--- config.mk ---
export PLATFORM = sky130hd
export DESIGN_NAME = tpdf_dither_quantizer
export DESIGN_NICKNAME = d
export VERILOG_FILES = /design/src/sv/tdq_pkg.sv /design/src/sv/tdq_front.sv /design/src/sv/tdq_queue.sv /design/src/sv/tdq_back.sv /design/src/sv/tpdf_dither_quantizer.sv
export SDC_FILE = /design/constraint.sdc
export NUM_CORES = 2
export LEC_CHECK = 0
export ABC_AREA = 1
export ABC_CLOCK_PERIOD_IN_PS = 22700
export BUFFER_PORTS_ARGS = -buffer_cell sky130_fd_sc_hd__buf_2
export CORE_MARGIN = 5
export CORE_UTILIZATION = 29
export DETAILED_ROUTE_END_ITERATION = 12
export PLACE_DENSITY_LB_ADDON = 0.3
export SLEW_MARGIN = 20
export SYNTH_ARGS = -nofsm -noshare
export SYNTH_HDL_FRONTEND = slang
export SYNTH_SLANG_ARGS = --single-unit
--- constraint.sdc ---
create_clock -name clock -period 22.7 [get_ports clock]
set_clock_uncertainty 0.1 [all_clocks]
set_input_delay 2.27 -clock clock [delete_from_list [all_inputs] [get_ports clock]]
set_output_delay 2.27 -clock clock [all_outputs]
set_load 0.01 [all_outputs]
--- src/sv/tdq_pkg.sv ---
// tdq_pkg: shared types, register codes and constants of the dither quantiser
// also holds the seed generator used to load the per-channel dither seeds
// no dependencies
package tdq_pkg;

   localparam logic [31:0] SEED_START   = 32'h3141_5926;
   localparam logic [4:0]  MAX_WIDTH    = 5'd24;
   localparam logic [2:0]  MAX_BYTES    = 3'd4;
   localparam int          QUEUE_DEPTH  = 2;
   localparam int          CSR_IDX_W    = 3;
   localparam int          CSR_DATA_W   = 16;

   localparam logic [4:0]  RST_OUTPUT_WIDTH    = 5'd16;
   localparam logic [2:0]  RST_CONTAINER_BYTES = 3'd2;
   localparam logic [15:0] RST_GAIN            = 16'd16384;

   typedef enum logic [CSR_IDX_W-1:0] {
      CSR_OUTPUT_WIDTH    = 3'd0,
      CSR_CONTAINER_BYTES = 3'd1,
      CSR_GAIN            = 3'd2,
      CSR_DITHER_ENABLE   = 3'd3,
      CSR_DITHER_MODE     = 3'd4
   } csr_index_type;

   typedef enum logic [1:0] {
      DM_FLAT     = 2'd0,
      DM_LOWPASS  = 2'd1,
      DM_HIGHPASS = 2'd2,
      DM_SPARE    = 2'd3
   } dither_mode_type;

   typedef struct packed {
      logic signed [31:0] sample;
      logic [2:0]         channel;
      logic               block_end;
   } req_type;

   typedef struct packed {
      logic [31:0] container_word;
      logic        clipped;
      logic [15:0] block_clips;
   } rsp_type;

   typedef struct packed {
      logic [4:0]      output_width;
      logic [2:0]      container_bytes;
      logic [15:0]     gain;
      logic            dither_enable;
      dither_mode_type dither_mode;
   } cfg_type;

   // one classified sample between front and back
   typedef struct packed {
      logic signed [47:0] product;
      logic signed [31:0] dither;
      logic [4:0]         bits;
      logic [2:0]         nbytes;
      logic [1:0]         pre;
      logic [2:0]         jshift;
      logic               offset;
      logic               last;
   } work_type;

   function automatic logic [31:0] lcg_step(input logic [31:0] r);
      return ((r << 4) - r) ^ 32'd1;
   endfunction

   function automatic logic [31:0] seed_at(input int idx);
      logic [31:0] r;
      logic [31:0] w;
      r = SEED_START;
      w = '0;
      for (int i = 0; i <= idx; i++) begin
         w = '0;
         for (int k = 0; k < 4; k++) begin
            w[8*k +: 8] = r[31:24];
            r = lcg_step(lcg_step(lcg_step(r)));
         end
      end
      return w;
   endfunction

endpackage

--- src/sv/tdq_front.sv ---
// tdq_front: accepts samples, runs the per-channel dither generators,
// forms sample times gain and classifies the output format
// depends on tdq_pkg
module tdq_front #(
   parameter int CHANNELS = 8
) (
   input  logic              clock,
   input  logic              reset,
   input  logic              req_valid,
   output logic              req_ready,
   input  tdq_pkg::req_type  req_payload,
   input  tdq_pkg::cfg_type  cfg,
   output logic              push_valid,
   input  logic              push_ready,
   output tdq_pkg::work_type push_work
);

   localparam int NSEED = (CHANNELS < 8) ? CHANNELS : 8;
   localparam int IDX_W = (NSEED > 1) ? $clog2(NSEED) : 1;

   logic                 front_valid_ff, front_valid_in;
   tdq_pkg::work_type    work_ff, work_in;
   logic [31:0]          seed_ff [NSEED];
   logic                 accept;
   logic                 ch_ok;
   logic                 do_dither;
   logic [IDX_W-1:0]     idx;
   logic [31:0]          old_seed, r2, r5, partner, dsum;
   logic signed [48:0]   prod_full;
   logic [4:0]           bits;
   logic [2:0]           nbytes, cbytes;

   assign accept    = req_valid && req_ready;
   assign req_ready = !front_valid_ff || push_ready;
   assign idx       = req_payload.channel[IDX_W-1:0];
   assign ch_ok     = 32'(req_payload.channel) < 32'(NSEED);
   assign do_dither = cfg.dither_enable && ch_ok;

   always_comb begin
      old_seed = ch_ok ? seed_ff[idx] : '0;
      r2       = tdq_pkg::lcg_step(tdq_pkg::lcg_step(old_seed));
      r5       = tdq_pkg::lcg_step(tdq_pkg::lcg_step(tdq_pkg::lcg_step(r2)));
      case (cfg.dither_mode)
         tdq_pkg::DM_LOWPASS:  partner = old_seed;
         tdq_pkg::DM_HIGHPASS: partner = ~old_seed;
         default:              partner = ~r2;
      endcase
      dsum = {1'b0, partner[31:1]} + {1'b0, r5[31:1]};
   end

   generate
      for (genvar g = 0; g < NSEED; g++) begin : g_seed
         localparam logic [31:0] SeedInit = tdq_pkg::seed_at(g);
         always_ff @(posedge clock) begin
            if (reset) begin
               seed_ff[g] <= SeedInit;
            end else if (accept && do_dither && (idx == IDX_W'(g))) begin
               seed_ff[g] <= r5;
            end
         end
      end
   endgenerate

   assign prod_full = req_payload.sample * $signed({1'b0, cfg.gain});

   always_comb begin
      bits = cfg.output_width;
      if (bits == 5'd0) begin
         bits = 5'd1;
      end else if (bits > tdq_pkg::MAX_WIDTH) begin
         bits = tdq_pkg::MAX_WIDTH;
      end
      nbytes = 3'((6'(bits) + 6'd7) >> 3);
      cbytes = cfg.container_bytes;
      if (cbytes < nbytes) begin
         cbytes = nbytes;
      end
      if (cbytes > tdq_pkg::MAX_BYTES) begin
         cbytes = tdq_pkg::MAX_BYTES;
      end
      work_in.product = prod_full[47:0];
      // sum of two halves minus 2^31: flip the top bit
      work_in.dither  = do_dither ? $signed({~dsum[31], dsum[30:0]}) : 32'sd0;
      work_in.bits    = bits;
      work_in.nbytes  = nbytes;
      work_in.pre     = 2'(cbytes - nbytes);
      work_in.jshift  = 3'(tdq_pkg::MAX_WIDTH - bits);
      work_in.offset  = bits <= 5'd8;
      work_in.last    = req_payload.block_end;
   end

   always_comb begin
      front_valid_in = front_valid_ff;
      if (accept) begin
         front_valid_in = 1'b1;
      end else if (push_ready) begin
         front_valid_in = 1'b0;
      end
   end

   always_ff @(posedge clock) begin
      if (reset) begin
         front_valid_ff <= 1'b0;
      end else begin
         front_valid_ff <= front_valid_in;
      end
   end

   always_ff @(posedge clock) begin
      if (accept) begin
         work_ff <= work_in;
      end
   end

   assign push_valid = front_valid_ff;
   assign push_work  = work_ff;

endmodule

--- src/sv/tdq_queue.sv ---
// tdq_queue: short first-in first-out queue of classified samples
// decouples the front from the back
// depends on tdq_pkg
module tdq_queue (
   input  logic              clock,
   input  logic              reset,
   input  logic              push_valid,
   output logic              push_ready,
   input  tdq_pkg::work_type push_work,
   output logic              pop_valid,
   input  logic              pop_ready,
   output tdq_pkg::work_type pop_work
);

   localparam int PTR_W = $clog2(tdq_pkg::QUEUE_DEPTH);
   localparam int CNT_W = $clog2(tdq_pkg::QUEUE_DEPTH + 1);

   tdq_pkg::work_type mem [tdq_pkg::QUEUE_DEPTH];
   logic [PTR_W-1:0]  wr_ptr_ff, wr_ptr_in, rd_ptr_ff, rd_ptr_in;
   logic [CNT_W-1:0]  count_ff, count_in;
   logic              push, pop;

   assign push_ready = count_ff != CNT_W'(tdq_pkg::QUEUE_DEPTH);
   assign pop_valid  = count_ff != '0;
   assign push       = push_valid && push_ready;
   assign pop        = pop_valid && pop_ready;
   assign pop_work   = mem[rd_ptr_ff];

   always_comb begin
      wr_ptr_in = wr_ptr_ff;
      rd_ptr_in = rd_ptr_ff;
      count_in  = count_ff;
      if (push) begin
         wr_ptr_in = (wr_ptr_ff == PTR_W'(tdq_pkg::QUEUE_DEPTH - 1)) ? '0 : wr_ptr_ff + 1'b1;
      end
      if (pop) begin
         rd_ptr_in = (rd_ptr_ff == PTR_W'(tdq_pkg::QUEUE_DEPTH - 1)) ? '0 : rd_ptr_ff + 1'b1;
      end
      if (push && !pop) begin
         count_in = count_ff + 1'b1;
      end else if (pop && !push) begin
         count_in = count_ff - 1'b1;
      end
   end

   always_ff @(posedge clock) begin
      if (reset) begin
         wr_ptr_ff <= '0;
         rd_ptr_ff <= '0;
         count_ff  <= '0;
      end else begin
         wr_ptr_ff <= wr_ptr_in;
         rd_ptr_ff <= rd_ptr_in;
         count_ff  <= count_in;
      end
   end

   always_ff @(posedge clock) begin
      if (push) begin
         mem[wr_ptr_ff] <= push_work;
      end
   end

endmodule

--- src/sv/tdq_back.sv ---
// tdq_back: scales, adds dither, rounds, clips and packs each sample
// keeps the block clip count and holds the result register
// depends on tdq_pkg
module tdq_back (
   input  logic              clock,
   input  logic              reset,
   input  logic              pop_valid,
   output logic              pop_ready,
   input  tdq_pkg::work_type pop_work,
   output logic              rsp_valid,
   input  logic              rsp_ready,
   output tdq_pkg::rsp_type  rsp_payload
);

   logic               rsp_valid_ff, rsp_valid_in;
   tdq_pkg::rsp_type   rsp_ff, rsp_in;
   logic [15:0]        clips_ff, clips_in, clips_next;
   logic               pop;
   logic signed [71:0] scaled, dith_term, total;
   logic signed [29:0] v, vc, hi_lim, lo_lim;
   logic               clip;
   logic [31:0]        code, mask;

   assign pop_ready = !rsp_valid_ff || rsp_ready;
   assign pop       = pop_valid && pop_ready;

   always_comb begin
      scaled    = 72'(pop_work.product) <<< (pop_work.bits - 5'd1);
      dith_term = 72'(pop_work.dither) <<< 11;
      total     = scaled + dith_term + (72'sd1 <<< 41);
      v         = $signed(total[71:42]);
      hi_lim    = (30'sd1 <<< (pop_work.bits - 5'd1)) - 30'sd1;
      lo_lim    = -(30'sd1 <<< (pop_work.bits - 5'd1));
      clip      = 1'b0;
      vc        = v;
      if (v > hi_lim) begin
         vc   = hi_lim;
         clip = 1'b1;
      end else if (v < lo_lim) begin
         vc   = lo_lim;
         clip = 1'b1;
      end
      code = (32'(vc) << pop_work.jshift) + (pop_work.offset ? 32'd128 : 32'd0);
      case (pop_work.nbytes)
         3'd1:    mask = 32'h0000_00FF;
         3'd2:    mask = 32'h0000_FFFF;
         default: mask = 32'h00FF_FFFF;
      endcase
      clips_next = (clip && (clips_ff != 16'hFFFF)) ? clips_ff + 16'd1 : clips_ff;
      clips_in   = pop_work.last ? 16'd0 : clips_next;
      rsp_in.container_word = (code & mask) << {pop_work.pre, 3'b000};
      rsp_in.clipped        = clip;
      rsp_in.block_clips    = pop_work.last ? clips_next : 16'd0;
   end

   always_comb begin
      rsp_valid_in = rsp_valid_ff;
      if (pop) begin
         rsp_valid_in = 1'b1;
      end else if (rsp_ready) begin
         rsp_valid_in = 1'b0;
      end
   end

   always_ff @(posedge clock) begin
      if (reset) begin
         rsp_valid_ff <= 1'b0;
         clips_ff     <= '0;
      end else begin
         rsp_valid_ff <= rsp_valid_in;
         if (pop) begin
            clips_ff <= clips_in;
         end
      end
   end

   always_ff @(posedge clock) begin
      if (pop) begin
         rsp_ff <= rsp_in;
      end
   end

   assign rsp_valid   = rsp_valid_ff;
   assign rsp_payload = rsp_ff;

endmodule

--- src/sv/tpdf_dither_quantizer.sv ---
// tpdf_dither_quantizer: triangular-dither requantiser with container packing
// path from the accepting edge to the result shown: front register,
// queue, result register; one transaction per cycle sustained while results are taken
// the front accepts while its register is free or the queue has room,
// the back moves while the result is free or being taken
// synchronous reset restores the register defaults, the dither seeds and a zero clip count
module tpdf_dither_quantizer #(
   parameter int CHANNELS = 8
) (
   input  logic                             clock,
   input  logic                             reset,
   input  logic                             req_valid,
   output logic                             req_ready,
   input  tdq_pkg::req_type                 req_payload,
   output logic                             rsp_valid,
   input  logic                             rsp_ready,
   output tdq_pkg::rsp_type                 rsp_payload,
   input  logic                             csr_valid,
   output logic                             csr_ready,
   input  logic [tdq_pkg::CSR_IDX_W-1:0]    csr_index,
   input  logic [tdq_pkg::CSR_DATA_W-1:0]   csr_data
);

   tdq_pkg::cfg_type  cfg_ff;
   logic              push_valid, push_ready, pop_valid, pop_ready;
   tdq_pkg::work_type push_work, pop_work;

   assign csr_ready = 1'b1;

   always_ff @(posedge clock) begin
      if (reset) begin
         cfg_ff.output_width    <= tdq_pkg::RST_OUTPUT_WIDTH;
         cfg_ff.container_bytes <= tdq_pkg::RST_CONTAINER_BYTES;
         cfg_ff.gain            <= tdq_pkg::RST_GAIN;
         cfg_ff.dither_enable   <= 1'b0;
         cfg_ff.dither_mode     <= tdq_pkg::DM_FLAT;
      end else if (csr_valid && csr_ready) begin
         unique case (csr_index)
            tdq_pkg::CSR_OUTPUT_WIDTH:    cfg_ff.output_width    <= csr_data[4:0];
            tdq_pkg::CSR_CONTAINER_BYTES: cfg_ff.container_bytes <= csr_data[2:0];
            tdq_pkg::CSR_GAIN:            cfg_ff.gain            <= csr_data;
            tdq_pkg::CSR_DITHER_ENABLE:   cfg_ff.dither_enable   <= csr_data[0];
            tdq_pkg::CSR_DITHER_MODE:
               cfg_ff.dither_mode <= tdq_pkg::dither_mode_type'(csr_data[1:0]);
            default: ;
         endcase
      end
   end

   tdq_front #(
      .CHANNELS (CHANNELS)
   ) u_front (
      .clock       (clock),
      .reset       (reset),
      .req_valid   (req_valid),
      .req_ready   (req_ready),
      .req_payload (req_payload),
      .cfg         (cfg_ff),
      .push_valid  (push_valid),
      .push_ready  (push_ready),
      .push_work   (push_work)
   );

   tdq_queue u_queue (
      .clock      (clock),
      .reset      (reset),
      .push_valid (push_valid),
      .push_ready (push_ready),
      .push_work  (push_work),
      .pop_valid  (pop_valid),
      .pop_ready  (pop_ready),
      .pop_work   (pop_work)
   );

   tdq_back u_back (
      .clock       (clock),
      .reset       (reset),
      .pop_valid   (pop_valid),
      .pop_ready   (pop_ready),
      .pop_work    (pop_work),
      .rsp_valid   (rsp_valid),
      .rsp_ready   (rsp_ready),
      .rsp_payload (rsp_payload)
   );

endmodule

==> results by group <==
Run status
  • Run status: completed

Worst setup path
  • FF-to-FF path depth: 56
  • Crit path top cell by count: a21oi_1
  • Crit path from: req_payload[1]
  • Reg2reg setup slack: ~8.3 ns
  • Max incr delay on CP: between 0.6 and 0.7 ns
  • Bufs and invs on worst path: 12
  • Reg2reg end: u_back.rsp_payload[42]$_DFFE_PP_
  • Type of origin of the critical path: input pin
  • WS Path Type: input pin to flop
  • Crit path depth: just over 60
  • Largest fanout on the critical path: 33
  • CP top delay family: compound AO/OA/AOI/OAI gates
  • Crit path arrival time: 15.29 ns
  • Crit. End Element: flop
  • Worst setup endpoint: u_front.push_work[44]$_SDFFCE_PN0P_
  • Worst Path Required: ~23 ns
  • Crit path max-delay cell type: o21ai_0

Route
  • DR vias: just over 50,000
  • Initial DRC count: roughly 4,100
  • Pre-Repair DR Iteration Count: 8
  • Total wire length: between 150,000 and 200,000 um
  • Wire length per cell: between 15 and 20 um
  • Drc violations: 0
  • Antenna-violating nets left: 0
  • Via-to-Cell Ratio: 4.831

Timing
  • RSZ-0062 raised after global routing: false
  • Max transition margin: 0.2140
  • Count of final setup violators: 0
  • Setup TNS: 0 ns
  • Worst Tran Pin Value: between 1 and 1.5 ns
  • Max-slew violation count: 0
  • F_max: between 0.06 and 0.07 GHz
  • Fin crit share: 0.6557
  • Final Hold Vio Count: 0
  • Final min period: approximately 15 ns

Finish
  • Layout cells sized above 1: 0.06795
  • Design Area, Final: 69,280 sq um
  • Most common cell after layout, fill and taps aside: nand2_1
  • Nets@finish: 8,822
  • Most frequent cells in the layout: nand2_1, inv_1, edfxtp_1
  • FILL cells: between 20,000 and 25,000
  • Area Growth Syn to Fin: 9.679%
  • Fin cells: around 11,000

Die
  • Die W: about 480 um
  • I/O pin cnt: between 100 and 150
  • Initial Util: 0.2911
  • DIE AREA: ~230,000 sq um
  • FP Rows: ~170
  • CORE AREA: around 220,000 sq um
  • Die Y: 476.7 um

Global routing
  • Initial antenna violation count: 3
  • GRT Overall Usage: 0.1645
  • Grt ovf: 0
  • Global-route wire length before repair: around 300,000 um
  • Largest net degree at the start of global routing: just over 80
  • Vias in the first global route: 51,888

Synthesis
  • Primary FF master, synth: edfxtp_1
  • Number of synthesized flops with an enable pin: between 500 and 600
  • Synth top area cells: edfxtp_1, fa_1, nand2_1
  • Yosys top cell area share: 0.2791
  • Yosys top cell by area: edfxtp_1
  • Yosys cell types: between 70 and 80
  • Synth Instances: roughly 7,900
  • #FFs+latches synth: approximately 640
  • Ys async rst share: 0
  • Ys Warns: 0
  • Seq/Total Area, Yosys: 0.2949
  • Synth Cell Area: between 60,000 and 70,000 sq um
  • Syn Area/Cell: between 8 and 9 sq um

Clocking
  • CTS Sinks: roughly 640
  • Clock transition at the registers of the reported paths: around 0.060 ns
  • Clock root buffer: clkbuf_16
  • H-tree Lvls: 3
  • CTS Buf Count: 73
  • Worst skew pair latency: around 0.66 ns
  • Clock Tree Buf Depth: 3
  • # hold bufs at CTS: 0
  • CTS tree: yes
  • Number of post-CTS setup repair buffers: 0
  • CTS resizes: 0

Flow run
  • Max Cap Viol: 0

Placement
  • Placement Cell Area: between 60,000 and 70,000 sq um
  • Inst Count DP: about 11,000
  • Port-buffer cells: between 100 and 150
  • Routability cong.: around 0.94
  • Dpl hpwl: 148,000 um

Hold path
  • Min-delay worst type: flop to flop
-- state kept, by name, summed over array words and instances (netlist names), named ones only --
name                cells
u_front.seed_ff       256
u_queue.mem           188
u_front.push_work      94
u_back.rsp_payload     49
cfg_ff                 27
u_back.clips_ff        16
u_queue.count_ff        2
u_back.rsp_valid        1
u_front.push_valid      1
u_queue.rd_ptr_ff       1
u_queue.wr_ptr_ff       1
-- worst min path at each step --
stage / slack (ns) / start / end / depth (start not counted)
final: 0.34 / u_front.push_work[19]$_SDFFCE_PN0P_ / u_queue.mem[1][19]$_DFFE_PP_ / 0
after global routing: 0.35 / u_front.push_work[19]$_SDFFCE_PN0P_ / u_queue.mem[1][19]$_DFFE_PP_ / 0
after CTS: 0.34 / u_front.push_work[63]$_DFFE_PP_ / u_queue.mem[0][63]$_DFFE_PP_ / 0
after detailed placement: 0.33 / u_front.push_work[4]$_DFFE_PP_ / u_queue.mem[1][4]$_DFFE_PP_ / 0
after global placement: 0.33 / u_front.push_work[0]$_DFFE_PP_ / u_queue.mem[1][0]$_DFFE_PP_ / 0
after floorplan: 0.32 / u_front.push_work[0]$_DFFE_PP_ / u_queue.mem[0][0]$_DFFE_PP_ / 0
-- routing by layer --
metal  vias to the layer above  wire length (um)  share of wire  track usage
li1                      25093                 -              -            -
met1                     25138             88690           0.46       0.2294
met2                      1364             88370           0.46       0.2732
met3                       235              9832          0.051      0.01745
met4                         2              4476          0.023      0.04137
met5                         -                19       0.000099            0
-- worst reg2reg max path: cells and delay by family (launching register included) --
| kind | cells | cell delay, ns |
|---|---|---|
| adder cells (fa/ha/maj) | 6 | 1.77 |
| flip-flops | 1 | 0.64 |
| XOR/XNOR | 1 | 0.34 |
| buffers and inverters | 14 | 3.77 |
| AO/OA/AOI/OAI | 14 | 4.38 |
| AND/OR/NAND/NOR | 21 | 3.27 |
-- final cells by class --
class,count,area [sq um],area share
Antenna cell,2,5.005,0.00007225
Tap cell,2854,3571,0.05155
Multi-Input combinational cell,5516,38220,0.5518
Inverter,1402,5270,0.07607
Sequential cell,637,18640,0.2691
Timing Repair Buffer,184,1126,0.01626
Clock buffer,90,1963,0.02834
Clock inverter,45,474.2,0.006845
-- cells by family (layout without fill, tap and decap cells) --
logic type	Yosys count	in the layout	share of synthesized area
buffers and inverters	1702	1721	0.1021
adders and majority gates	948	948	0.2454
other	2	5	0.0001189
AOI/OAI and AO/OA	1197	1197	0.1094
xor gates and xnor gates	253	253	0.03568
muxes	85	85	0.01353
and+or+nand+nor	3030	3030	0.1988
DFF	637	637	0.2949
-- cell usage after synthesis, types with 7 or more instances --
library cell / count
nand3b_1: 11
o22ai_1: 13
o31ai_1: 11
inv_2: 37
o21a_1: 29
o21bai_1: 24
a22o_1: 8
buf_2: 7
nor2_4: 8
inv_1: 1353
mux2i_1: 84
nand4_1: 50
fa_1: 485
edfxtp_1: 587
a22oi_1: 96
ha_1: 463
buf_1: 26
xnor2_1: 72
a21o_1: 10
nand3_1: 262
nand3_2: 12
clkbuf_1: 258
dfxtp_1: 50
nor3_1: 52
o21ai_0: 450
o221ai_1: 7
a221oi_1: 13
a211oi_1: 15
clkinv_1: 11
or2_2: 49
a31oi_1: 25
o21ai_1: 21
o211ai_1: 48
xor2_1: 176
a21oi_1: 387
nand2_4: 11
nand2_1: 1936
nor2_1: 549
nor4_1: 10
nor2_2: 18
nand2_2: 45
-- stage by stage --
step	hold slack [ns]	worst slack [ns]	util
after floorplan	0.3215	10.28	-
after global placement	0.3260	7.341	0.3079
after detailed placement	0.3304	7.377	0.3079
after CTS	0.3428	8.042	0.3192
after global routing	0.3482	6.528	0.3193
final	0.3422	7.815	0.3193
Power is left out: the tool's default activity adds up to more than one toggle a clock period on the data nets, which glitch-free logic cannot reach.
